`src/f32d_pkg.sv`:
```
`timescale 1ns / 1ps
// ----------------------------------------------------------------------------
// f32d_pkg
// Shared types and constants of the single-precision divider.
// ----------------------------------------------------------------------------
package f32d_pkg;

	localparam int unsigned QuoBits = 25;
	localparam int unsigned SigW    = 24;
	localparam int unsigned RemW    = 25;
	localparam int unsigned ExpW    = 10;
	localparam logic signed [ExpW-1:0] ExpBias = 10'sd127;
	localparam logic signed [ExpW-1:0] ExpMax  = 10'sd254;
	localparam logic [31:0] InfWord = 32'h7F80_0000;
	localparam logic [23:0] HiddenBit = 24'h80_0000;

	// State handed from one cell of the division row to the next.
	typedef struct packed {
		logic                   vld;
		logic                   sign;
		logic signed [ExpW-1:0] expo;
		logic [RemW-1:0]        rem;
		logic [SigW-1:0]        dvs;
		logic [QuoBits-1:0]     quo;
	} f32d_cell_t;

endpackage

```
`src/f32d_cell.sv`:
```
`timescale 1ns / 1ps
// ----------------------------------------------------------------------------
// f32d_cell
// One restoring-division step: a trial subtract, one quotient bit, a shift.
// ----------------------------------------------------------------------------
module f32d_cell (
	input  logic                 clk,
	input  logic                 arst_n,
	input  logic                 advance,
	input  f32d_pkg::f32d_cell_t cell_in,
	output f32d_pkg::f32d_cell_t cell_out
);

	f32d_pkg::f32d_cell_t          cell_q;
	logic [f32d_pkg::RemW:0]       diff;
	logic                          take;
	logic [f32d_pkg::RemW-1:0]     rem_next;

	always_comb begin
		diff     = {1'b0, cell_in.rem} - {2'b00, cell_in.dvs};
		take     = ~diff[f32d_pkg::RemW];
		rem_next = take ? {diff[f32d_pkg::RemW-2:0], 1'b0}
		                : {cell_in.rem[f32d_pkg::RemW-2:0], 1'b0};
	end

	always_ff @(posedge clk or negedge arst_n) begin
		if (!arst_n) begin
			cell_q <= '0;
		end else if (advance) begin
			cell_q.vld  <= cell_in.vld;
			cell_q.sign <= cell_in.sign;
			cell_q.expo <= cell_in.expo;
			cell_q.dvs  <= cell_in.dvs;
			cell_q.rem  <= rem_next;
			cell_q.quo  <= {cell_in.quo[f32d_pkg::QuoBits-2:0], take};
		end
	end

	assign cell_out = cell_q;

endmodule

```
`config.mk`:
```
export PLATFORM = sky130hd
export DESIGN_NAME = f32d_cell
export DESIGN_NICKNAME = d
export VERILOG_FILES = /design/src/f32d_pkg.sv /design/src/f32d_cell.sv
export SDC_FILE = /design/constraint.sdc
export NUM_CORES = 1
export LEC_CHECK = 0
export BUFFER_PORTS_ARGS = -buffer_cell sky130_fd_sc_hd__buf_2
export CAP_MARGIN = 20
export CORE_UTILIZATION = 45
export DETAILED_ROUTE_END_ITERATION = 16
export GPL_TIMING_DRIVEN = 1
export PLACE_DENSITY = 0.89
export SYNTH_ARGS = -nofsm -noshare
export SYNTH_HDL_FRONTEND = slang
export SYNTH_SLANG_ARGS = --single-unit
```
`constraint.sdc`:
```
create_clock -name clk -period 0.8 [get_ports clk]
set_input_delay 0.08 -clock clk [delete_from_list [all_inputs] [get_ports clk]]
set_output_delay 0.08 -clock clk [all_outputs]
set_load 0.05 [all_outputs]
```
==> Word level (Yosys, flattened, before mapping) <==
Index checks and enable logic that the tools add are counted.
{ "totals": {"regBits": 86, "elab_cells": 9} }
{ "classes": {"n_addsub": 1, "muxes": 1, "bitwise_logic": 1} }
{ "ops": {"columns": ["operator", "count"], "rows": [
  ["$sub A25 B24 Y26", 1],
  ["$mux W25", 1],
  ["$not A1 Y1", 1]
]} }

==> Longest topological paths before layout <==
{ "depth": {"word_depth": 2, "depth_mapped": 12} }

==> Least setup slack after synthesis <==
Ideal clock, no wire load.
{ "synth_path": {"path_type": "in2reg", "start": "input port cell_in[49] (netlist bit)", "end": "register cell_q (netlist bit cell_out[72])", "setup_ns": 0.086, "arrival_ns": 2.135, "t_required_ns": 0.714, "setup_slack_ns": -1.420, "cell_stages": 11, "n_path_buf": 0, "path_cell_list": "inv_1 ha_1 fa_1 nand2b_1 a21oi_1 o21ai_2 a31oi_1 o211ai_1 a31oi_1 mux2_2 a32oi_1"} }
{ "synth_between": {"elab_chain_len": 2} }
{ "synth_lines": {"columns": ["item", "line", "rtl"], "rows": [
  ["from (decl)", "f32d_cell.sv:10", "input f32d_pkg::f32d_cell_t cell_in,"],
  ["$sub A25 B24 Y26", "f32d_cell.sv:20", "diff = {1'b0, cell_in.rem} - {2'b00, cell_in.dvs};"],
  ["$mux W25", "f32d_cell.sv:22", "rem_next = take ? {diff[f32d_pkg::RemW-2:0], 1'b0}"],
  ["to (decl)", "f32d_cell.sv:14", "f32d_pkg::f32d_cell_t cell_q;"]
]} }
Every way passes these cells.
A chain may end at the register's enable or synchronous reset.

==> Worst setup path after layout <==
{ "layout_path": {"start": "input port cell_in[34] (netlist bit)", "end": "register cell_q (netlist bit cell_out[70])"} }
The elaborated chain is that of the path after synthesis.

==> results by group <==
STA
  • Final Cycle Share: 2.78
  • Slew Limit Fails: 0
  • Worst slew pin tran: 0.648 ns
  • Max-slew headroom: 0.568
  • Skew final: 0 ns
  • FMAX: 0.450 GHz
  • Final min period: 2.22 ns
  • Setup TNS: -51.66 ns
  • Setup violators final: 142
  • Fin worst setup slack: -1.42 ns
  • Final Hold Viols: 0
  • RSZ-0062 raised after global routing: true

Synthesis
  • Post-synth top area share: 0.444
  • Seq cells post-synth: 85
  • Ys Warns: 0
  • Top_reg_cell synth: dfrtp_1
  • Gate Count Post-Synth: 461
  • Synthesized area: 4790 sq um
  • Synth cell types: 58
  • Syn Nets: 575
  • Fraction of registers with async set/reset: 1.00
  • Area leader, netlist: dfrtp_1
  • Mean post-synth cell area: 10.4 sq um
  • Synth top cells by count: dfrtp_1, mux2_2, nand2_1
  • Post-synth EDFFs: 0
  • Synth area leaders: dfrtp_1, mux2_2, ha_1, nand2_1, inv_1
  • Most frequent cell after synthesis: dfrtp_1
  • Post-synthesis sequential area ratio: 0.444

CTS
  • CTS tree: done
  • H-tree depth: 3
  • Sink Count: 85
  • Cts bufs inserted: 9
  • Worst-skew pair later-pin latency: 0.37 ns
  • CTS Buffer Depth: 2
  • Root Buffer: clkbuf_8
  • Clock transition at the registers of the reported paths: 0.10 ns

Power and ir drop
  • Pwr Density: 1870 nW/um^2
  • Power, Total: 17,200 uW
  • Peak supply drop: 1.48 mV
  • Pleak: 0.00429 uW
  • Clk pwr share: 0.215
  • Seq pwr share: 0.313
  • Sw frac: 0.400
  • Switching pwr: 6900 uW
  • Combinational power share: 0.473
  • Internal Power: 10,300 uW

Floorplan
  • Die Ht: 105 microns
  • Die width: 105 microns
  • Core Region: 10,300 sq um
  • IO Pins: 175
  • Starting density of the core: 0.464
  • Die ar.: 11,100 sq um
  • Num rows: 37

Route
  • Pre-antenna DRT Iters: 7
  • Vias/cell: 6.11
  • Final WL: 24,100 microns
  • Post-DRT Antenna Nets: 0
  • DRC errors left: 0
  • DR vias: 5,995
  • Initial DRC count: 587
  • Routed WL per cell: 24.6 microns

Layout
  • Layout Nets: 952
  • Largest register FFs: 85
  • Synthesis-to-finish area growth: 92.5%
  • Fin area: 9230 sq um
  • Layout cells sized above 1: 0.636

Placement
  • Placed cell areas: 6750 sq um
  • Post-DP HPWL: 10,200 microns
  • Port bufs: 172
  • RePlAce Congestion: 0.886
  • Pre-CTS setup slack: -1.59 ns

Critical path
  • CP cell instances: buf_2 > inv_2 > ha_4 > a21o_1 > a21oi_1 > a31oi_4 > o211ai_1 > nand2_1 > or3_1 > a41o_1
  • CP Buf/Inv Count: 2
  • Worst-path maximum fanout: 4
  • CP max-delay cell: a21oi_1
  • CP endpoint kind: register
  • Critical path launch point type: input pin
  • Top delay family on crit path: compound AO/OA/AOI/OAI gates
  • Worst EP required: 1.06 ns
  • WS Path Type: input pin to register
  • Slowest stage delay, CP: 0.57 ns
  • Worst Path Arrival: 2.48 ns

Min path
  • Worst Hold Class: input pin to register

Global route
  • First-pass GRT wire length: 29,600 microns
  • Vias in the first global route: 5,851
  • Initial antenna violation count: 2
  • Total grt overflow: 0
  • Largest net degree at the start of global routing: 33
  • GRT Overall Usage: 0.348

Run
  • MaxCap Viol Count: 0

Run status
  • Failing checks: negative setup slack
  • Status: finished, violations left
==> power by group through the flow <==
stage | combinational (uW) | sequential [uW] | clock (uW)
after floorplan | 1870 | 7160 | 0
after global placement | 5420 | 5210 | 0
after detailed placement | 5540 | 5240 | 0
after CTS | 6970 | 5290 | 3530
after global routing | 8420 | 5420 | 3830
final | 8150 | 5390 | 3700
==> stage by stage <==
step,instances,util,hold slack (ns)
after floorplan,461,-,-0.216
after global placement,837,0.654,0.0621
after detailed placement,837,0.654,0.0696
after CTS,950,0.839,0.00538
after global routing,980,0.894,0.0778
final,981,0.894,0.0519
==> cell type report <==
type,count,area (sq um)
antenna,2,5.00
clock buffer,11,141
clock inverter,5,83.8
fill,411,1090
inverter,31,149
multi-input combinational,331,3080
sequential,85,2200
tap,136,170
timing repair buffer,380,3400
==> tightest hold or removal path: stages <==
cell	delay [ns]
buf_2	0.13
a21oi_2	0.11
o21ai_1	0.07
==> routing by layer <==
layer | GRT usage | part of all wire | vias to the layer above
li1 | - | - | 2386
met1 | 0.377 | 0.32 | 2857
met2 | 0.626 | 0.49 | 536
met3 | 0.0680 | 0.10 | 216
met4 | 0.209 | 0.092 | 0
met5 | 0 | 0 | -
==> timing repair <==
| item | CTS | global route |
|---|---|---|
| gates cloned | 2 | 0 |
| hold buffers | 69 | 1 |
| setup endpoints to repair | 110 | 158 |
| buffers inserted | 26 | 28 |
| pin swaps | 32 | 26 |
| resized for setup | 235 | 83 |
| hold endpoints to repair | 153 | 1 |
==> placed cells by master (no fill, tap or decap), types with 9 or more instances in the layout <==
cell	Yosys	routed
clkbuf_8	0	10
inv_1	31	20
ha_4	0	17
dlygate4sd3_1	0	70
nand2_1	44	33
mux2_4	0	24
dfrtp_1	85	25
buf_6	0	114
xnor2_1	11	10
a21o_1	10	10
o21ai_0	20	11
nor2_1	29	25
buf_2	1	72
dfrtp_2	0	60
a21oi_2	4	11
buf_4	2	112
mux2_2	63	39
nand3_1	9	9
a21oi_1	23	12
a31oi_1	15	14
==> path summary, 6_finish.rpt <==
path,start,end,slack [ns],cells past startpoint
setup / recovery,cell_in[34],cell_out[70],-1.42,10
hold / removal,cell_in[57],cell_out[58],0.05,3
setup reg to reg,cell_out[61],cell_out[61],-0.17,4
hold reg to reg,cell_out[21],cell_out[21],0.54,1
max in group asynchronous,arst_n,cell_out[26],0.17,3
min in group asynchronous,arst_n,cell_out[61],0.24,3
==> logic make-up after synthesis <==
logic type               after synthesis  synth area share
AO/OA/AOI/OAI                        102             0.142
XOR/XNOR                              14            0.0256
adder cells (fa/ha/maj)               25            0.0668
buffers and inverters                 47            0.0410
flip-flops                            85             0.444
multiplexers                          67             0.156
other                                  1          0.000782
AND/OR/NAND/NOR                      120             0.124
No activity file was read; power rests on OpenSTA's default activity.
