--- config.mk ---
export PLATFORM = sky130hd
export DESIGN_NAME = f32d_round
export DESIGN_NICKNAME = d
export VERILOG_FILES = /design/src/f32d_pkg.sv /design/src/f32d_round.sv
export SDC_FILE = /design/constraint.sdc
export NUM_CORES = 1
export LEC_CHECK = 0
export BUFFER_PORTS_ARGS = -buffer_cell sky130_fd_sc_hd__buf_2
export CAP_MARGIN = 20
export CELL_PAD_IN_SITES_DETAIL_PLACEMENT = 1
export CELL_PAD_IN_SITES_GLOBAL_PLACEMENT = 2
export CORE_AREA = 2 2 108 162
export CTS_CLUSTER_DIAMETER = 100
export DETAILED_ROUTE_END_ITERATION = 16
export DIE_AREA = 0 0 110 164
export GPL_TIMING_DRIVEN = 0
export PLACE_DENSITY = 0.88
export SYNTH_ARGS = -nofsm -noshare
export SYNTH_HDL_FRONTEND = slang
export SYNTH_SLANG_ARGS = --single-unit
export TNS_END_PERCENT = 10
--- constraint.sdc ---
create_clock -name clk -period 0.9 [get_ports clk]
set_input_delay 0.09 -clock clk [delete_from_list [all_inputs] [get_ports clk]]
set_output_delay 0.09 -clock clk [all_outputs]
set_load 0.01 [all_outputs]
--- src/f32d_pkg.sv ---
`timescale 1ns / 1ps
// ----------------------------------------------------------------------------
// f32d_pkg
// Shared types and constants of the single-precision divider.
// ----------------------------------------------------------------------------
package f32d_pkg;

	localparam int unsigned QuoBits = 25;
	localparam int unsigned SigW    = 24;
	localparam int unsigned RemW    = 25;
	localparam int unsigned ExpW    = 10;
	localparam logic signed [ExpW-1:0] ExpBias = 10'sd127;
	localparam logic signed [ExpW-1:0] ExpMax  = 10'sd254;
	localparam logic [31:0] InfWord = 32'h7F80_0000;
	localparam logic [23:0] HiddenBit = 24'h80_0000;

	// State handed from one cell of the division row to the next.
	typedef struct packed {
		logic                   vld;
		logic                   sign;
		logic signed [ExpW-1:0] expo;
		logic [RemW-1:0]        rem;
		logic [SigW-1:0]        dvs;
		logic [QuoBits-1:0]     quo;
	} f32d_cell_t;

endpackage

--- src/f32d_round.sv ---
`timescale 1ns / 1ps
// ----------------------------------------------------------------------------
// f32d_round
// Final stage: saturate overflow to infinity, else denormalize, round to nearest even and pack, with output register.
// ----------------------------------------------------------------------------
module f32d_round (
	input  logic                 clk,
	input  logic                 arst_n,
	input  logic                 advance,
	input  f32d_pkg::f32d_cell_t cell_in,
	output logic                 out_vld,
	output logic [31:0]          out_word
);

	logic                          sticky;
	logic [4:0]                    sh;
	logic [f32d_pkg::ExpW-1:0]     sh_full;
	logic [f32d_pkg::QuoBits-1:0]  lost_mask;
	logic [f32d_pkg::QuoBits-1:0]  qs;
	logic                          sticky_sub;
	logic [23:0]                   m_norm;
	logic [23:0]                   m_sub;
	logic [31:0]                   res;
	logic [31:0]                   word_q;
	logic                          vld_q;

	always_comb begin
		sticky  = |cell_in.rem;
		sh_full = 10'sd1 - cell_in.expo;
		sh      = (sh_full > 10'd25) ? 5'd25 : sh_full[4:0];
		lost_mask  = ~({f32d_pkg::QuoBits{1'b1}} << sh);
		qs         = cell_in.quo >> sh;
		sticky_sub = sticky | (|(cell_in.quo & lost_mask));
		m_norm = cell_in.quo[24:1]
		       + {23'd0, cell_in.quo[0] & (sticky | cell_in.quo[1])};
		m_sub  = qs[24:1] + {23'd0, qs[0] & (sticky_sub | qs[1])};
		if (cell_in.expo > f32d_pkg::ExpMax) begin
			res = f32d_pkg::InfWord;
		end else if (cell_in.expo >= 10'sd1) begin
			res = {cell_in.expo[8:0], 23'd0} + {8'd0, m_norm - f32d_pkg::HiddenBit};
		end else begin
			res = {8'd0, m_sub};
		end
		res = res | {cell_in.sign, 31'd0};
	end

	always_ff @(posedge clk or negedge arst_n) begin
		if (!arst_n) begin
			vld_q <= 1'b0;
		end else if (advance) begin
			vld_q <= cell_in.vld;
		end
	end

	always_ff @(posedge clk) begin
		if (advance) begin
			word_q <= res;
		end
	end

	assign out_vld  = vld_q;
	assign out_word = word_q;

endmodule

# After elaboration in Yosys (flattened, before gate mapping)
# Cells that the tools add are included.
# op_classes
addsub	5
magnitude_cmp	3
shifts	2
muxes	3
n_bitwise	8
reduce_logical	2
# ops
operator	n
$mux W32	2
$reduce_or A25 Y1	2
$add A24 B1 Y24	2
$add A32 B24 Y32	1
$or A32 B32 Y32	1
$and A25 B25 Y25	1
$not A25 Y25	1
$shl A25 B5 Y25 const A	1
$shr A25 B5 Y25	1
$sub A24 B24 Y24 const B	1
$ge A10 B2 Y1 const B	1
$gt A10 B5 Y1 const B	1
$gt A10 B9 Y1 const B	1
$sub A2 B10 Y10 const A	1
$mux W5	1
$or A1 B1 Y1	3
$and A1 B1 Y1	2
# totals
reg_bits	33
inputBits	89
out_inout_bits	33
word_cells	25

# Depth between registers and ports, before layout
# logic_depth
word_depth	14
ltp_mapped	22
ltp_nobuf	17

# Least setup slack after synthesis
# Ideal clock, no wire load.
# synth_path
path_kind	input-to-reg
start	input cell_in[75] (netlist bit)
end	register word_q[10] (netlist: out_word[10]), data pin
setup_time_ps	262
t_arrival_ps	4212
t_required_ps	638
setup_slack_ps	-3575
stages	21
n_path_buf	4
path_cell_list	buf_2 -> inv_1 -> clkbuf_1 -> ha_1 -> buf_4 -> or3b_4 -> nor4_4 -> o211a_1 -> buf_4 -> a31oi_1 -> nor3_1 -> nand2b_1 -> and3_1 -> nand2_1 -> inv_1 -> ha_1 -> nor4b_4 -> nand3_2 -> or4_1 -> xor2_1 -> o22ai_1
# synth_between
elab_chain_len	14
word_cells_on_any_way	17
classes_between	2 x add/sub; 3 x order compare; 2 x shift; 3 x mux; 6 x bitwise; 1 x reduce/logical
# synth_lines
item	line	rtl
start: declaration	f32d_round.sv:10	input f32d_pkg::f32d_cell_t cell_in,
$sub A2 B10 Y10	f32d_round.sv:29	sh_full = 10'sd1 - cell_in.expo;
$gt A10 B5 Y1	f32d_round.sv:30	sh = (sh_full > 10'd25) ? 5'd25 : sh_full[4:0];
$mux W5	f32d_round.sv:30	
$shl A25 B5 Y25	f32d_round.sv:31	lost_mask = ~({f32d_pkg::QuoBits{1'b1}} << sh);
$not A25 Y25	f32d_round.sv:31	
$and A25 B25 Y25	f32d_round.sv:33	sticky_sub = sticky | (|(cell_in.quo & lost_mask));
$reduce_or A25 Y1	f32d_round.sv:33	
$or A1 B1 Y1	f32d_round.sv:33	
$or A1 B1 Y1	f32d_round.sv:36	m_sub = qs[24:1] + {23'd0, qs[0] & (sticky_sub | qs[1])};
$and A1 B1 Y1	f32d_round.sv:36	
$add A24 B1 Y24	f32d_round.sv:36	
$mux W32	f32d_round.sv:39	end else if (cell_in.expo >= 10'sd1) begin
$mux W32 (*)	f32d_round.sv:37	if (cell_in.expo > f32d_pkg::ExpMax) begin
$or A32 B32 Y32 (*)	f32d_round.sv:44	res = res | {cell_in.sign, 31'd0};
end signal: assignment	f32d_round.sv:57	word_q <= res;
end: declaration	f32d_round.sv:24	logic [31:0] word_q;
# Every way passes the cells marked *; elsewhere a longest branch is shown, timed or not.
# A chain may end at the register's enable or synchronous reset.

# Worst setup path after layout
# Ends and elaborated chain as after synthesis.

==> results by group <==
Run status
  • Result of the run: complete, but fails checks
  • Violated checks: negative setup slack

Global routing
  • Aggregate global-route resource usage: 30.5%
  • GRT overflow: 0
  • Global-route wire length before repair: 40600 microns
  • Vias in the first global route: 6788
  • Maximum number of pins on one net before global-route repair: 34
  • Antenna violations before repair: 0

Place
  • Dpl cells: 978
  • Post-Place Cell Area: 0.00598 sq mm
  • Quantity of I/O buffers inserted on ports: 86
  • Final weighted congestion in routability-driven placement: 1.07
  • Worst-case setup slack after placement: -4.83 ns
  • Placed wire-length estimate: 20500 microns

Timing
  • Count of final max-slew check failures: 0
  • Rel. slew slack: 42.6%
  • Setup violations, final: 33
  • Post-route setup slack: -3.25 ns
  • Fin. Hold Viols: 0
  • Setup repair after global routing missed its margin: true
  • Time the worst path needs with I/O delays and setup: 4.15 ns
  • Final-layout worst hold slack: 0.0486 ns
  • Summed negative setup slack over all endpoints: -89.28 ns
  • Transition time of the tightest slew-check pin: 0.858 ns
  • Final worst path period share: 461%
  • F_max: 241 MHz
  • Worst-case clock skew: 0 ns

Cells and area
  • Post-layout nets: 914
  • P&R area growth vs syn: 33.6%
  • Fraction of the core area covered by cells at the end of the flow: 42.0%
  • Non-Filler Instances: 1030
  • Final Cell Area: 0.00698 sq mm
  • Commonest non-fill, non-tap cell in the layout: buf_2
  • Filler Cells Inserted: 2081
  • Top library cells by usage in the layout, fill and taps aside: buf_2 (92), nand2_1 (50), nor2_1 (48), o21ai_0 (46), buf_4 (45)
  • Antenna Diode Count: 0
  • Share of cells above drive strength 1: 34.4%

Route
  • Post-Route WL: 27200 microns
  • Starting DRC count in detailed routing: 532
  • Routed met3 length: 1550 microns
  • Via density per instance: 6.39
  • Drc violations: 0
  • Wire length the detailed router placed on met1: 9580 microns
  • Routed wire per std cell: 26.4 microns
  • Detailed-route via count: 6585
  • Detailed route wirelength on metal2: 13600 microns
  • Top layer in use: met4
  • Count of antenna-violating nets left after detailed routing: 0
  • Count of TritonRoute iterations in the first routing pass: 6

Worst setup path
  • Arrival time at the worst endpoint: 4.18 ns
  • Startpoint class of the critical path: input port
  • WP data required: 0.92 ns
  • Ordered list of cells on the worst path: buf_8, buf_8, clkinv_8, clkbuf_16, ha_4, or3b_4, o211a_1, buf_6, o2111ai_4, buf_4, nor4_4, nor3_4, nand2b_4, and3_4, nand2_2, inv_2, ha_4, nor4b_4, nand3_4, or4_4, xor2_2, o22ai_1
  • CP top delay family: simple AND/OR/NAND/NOR gates
  • Worst Path Class, Setup: in -> reg
  • Type of destination of the critical path: register
  • Worst path buffer plus inverter count: 7
  • Critical Path Slowest Stage Cell: or4_4
  • CP max stage delay: 0.45 ns
  • Highest fanout seen on the critical path: 7

Logic synthesis
  • Cell area after synthesis: 0.00523 sq mm
  • Synth cell types: 82
  • Avg Synthesized Cell Area: 7.66 sq um
  • Share of synthesized registers carrying an async set or reset: 3.03%
  • Number of enable flip-flop cells after synthesis: 32
  • Commonest register cell after synthesis: edfxtp_1
  • Count of state elements after synthesis: 33
  • Number of warnings printed during yosys synthesis: 0
  • Fraction of the yosys area taken by sequential cells: 18.9%
  • Instance count of the mapped netlist: 682
  • Syn nets: 777

Power and ir drop
  • Internal power consumption: 3.84 mW
  • PnR Total Power: 6.26 mW
  • Clock power share: 25.8%
  • Switching share of total power: 38.7%
  • Largest vdd supply drop: 0.820 mV
  • Part of the power in registers: 30.0%
  • Switch Pwr: 2.42 mW
  • Leakage: 2.54 nW
  • Combinational cell fraction of total power: 44.2%
  • P per Cell Area: 897 mW/mm^2

Clock tree
  • Clk slew on worst S/H paths: 0.05 ns
  • Clock net sink count: 33
  • Root Buffer Master: clkbuf_16
  • Buffer depth of the longest clock path: 2
  • Clock latency at the later pin of the worst-skew pair: 0.28 ns
  • CTS tree: built
  • Number of buffers added by the clock tree synthesis step: 5
  • H-tree Lvls: 2

Floorplanning
  • Number of top-level design ports: 122
  • Starting Density: 31.4%
  • Overall die height: 164 microns
  • Floorplan die width: 110 microns
  • Area inside the core boundary: 0.0166 sq mm
  • Overall die area: 0.0180 sq mm
  • Number of placement rows: 58

Run
  • # Max-Cap Violations: 0

Hold path
  • Path category of the worst min-delay check: in -> reg
==> synthesized netlist by cell type (all sizes together) (4+ instances only) <==
cell type	number	area, sq um
ha	6	75.1
mux2	4	45.0
o22ai	15	100
o211a	5	50.1
a211oi	12	90.1
nor4	22	198
nand2	55	211
a2111oi	5	45.0
clkbuf	45	170
o21ai	49	245
and3	13	81.3
nand3	43	230
o2111ai	6	70.1
nand4	12	81.3
nor2	57	219
or4	4	33.8
or2	6	37.5
o211ai	11	92.6
nor3	26	156
xnor2	27	255
buf	23	121
nand2b	7	43.8
nor2b	5	31.3
a221oi	4	35.0
mux2i	16	160
xor2	21	184
or3	6	37.5
a31oi	16	100
inv	12	45.0
edfxtp	32	961
mux4	11	248
and2	6	37.5
a21oi	43	215
a21o	4	30.0
a31o	4	35.0
==> final timing paths <==
kind,from,endpoint,slack [ns],cells past startpoint
setup / recovery,cell_in[75],out_word[10],-3.25,22
hold / removal,cell_in[85],out_vld,0.05,2
setup reg to reg,out_vld,out_vld,0.14,1
hold reg to reg,out_vld,out_vld,0.54,1
max in group asynchronous,arst_n,out_vld,0.71,2
min in group asynchronous,arst_n,out_vld,0.11,2
==> power by group through the flow <==
| stage | clock [mW] | combinational [mW] | sequential [mW] |
|---|---|---|---|
| 6_report | 1.62 | 2.77 | 1.88 |
| 5_1_grt | 1.68 | 2.91 | 1.90 |
| 4_1_cts | 1.64 | 2.64 | 1.88 |
| 3_5_place_dp | 0 | 2.41 | 1.91 |
| 3_3_place_gp | 0 | 2.41 | 1.90 |
| 2_1_floorplan | 0 | 1.36 | 1.99 |
==> cells by family (layout without fill, tap and decap cells) <==
logic type	Yosys count	count (layout)	synth area share [%]
buffers and inverters	81	219	6.51
and+or+nand+nor	274	274	29.1
muxes	31	31	8.67
adders and majority gates	6	6	1.44
xor gates and xnor gates	48	48	8.41
DFF	33	33	18.9
AOI/OAI and AO/OA	209	209	27.0
==> sequential cells by signal, summed over array words and instances, names as in the netlist <==
| name | cells |
|---|---|
| out_word | 32 |
| out_vld | 1 |
==> cell type report <==
class	count	area (sq um)	area share, %
clock inverter	2	10.0	0.143
sequential	33	986	14.1
timing repair buffer	131	817	11.7
buffer	67	393	5.63
tap	210	263	3.76
clock buffer	6	129	1.85
inverter	13	62.6	0.896
multi-input combinational	568	4320	61.9
==> routing by layer <==
metal	GRT usage (%)	up-vias
li1	-	2885
met1	33.3	3202
met2	52.2	358
met3	3.13	140
met4	24.9	0
met5	0	-
==> what timing repair did <==
item,CTS,global route
pin swaps,30,12
setup buffers,38,6
setup endpoints to repair,35,42
hold buffers,1,0
endpoints found under the hold margin,1,0
gates resized for setup,100,24
Note: power is estimated with default switching activity, not from simulation.
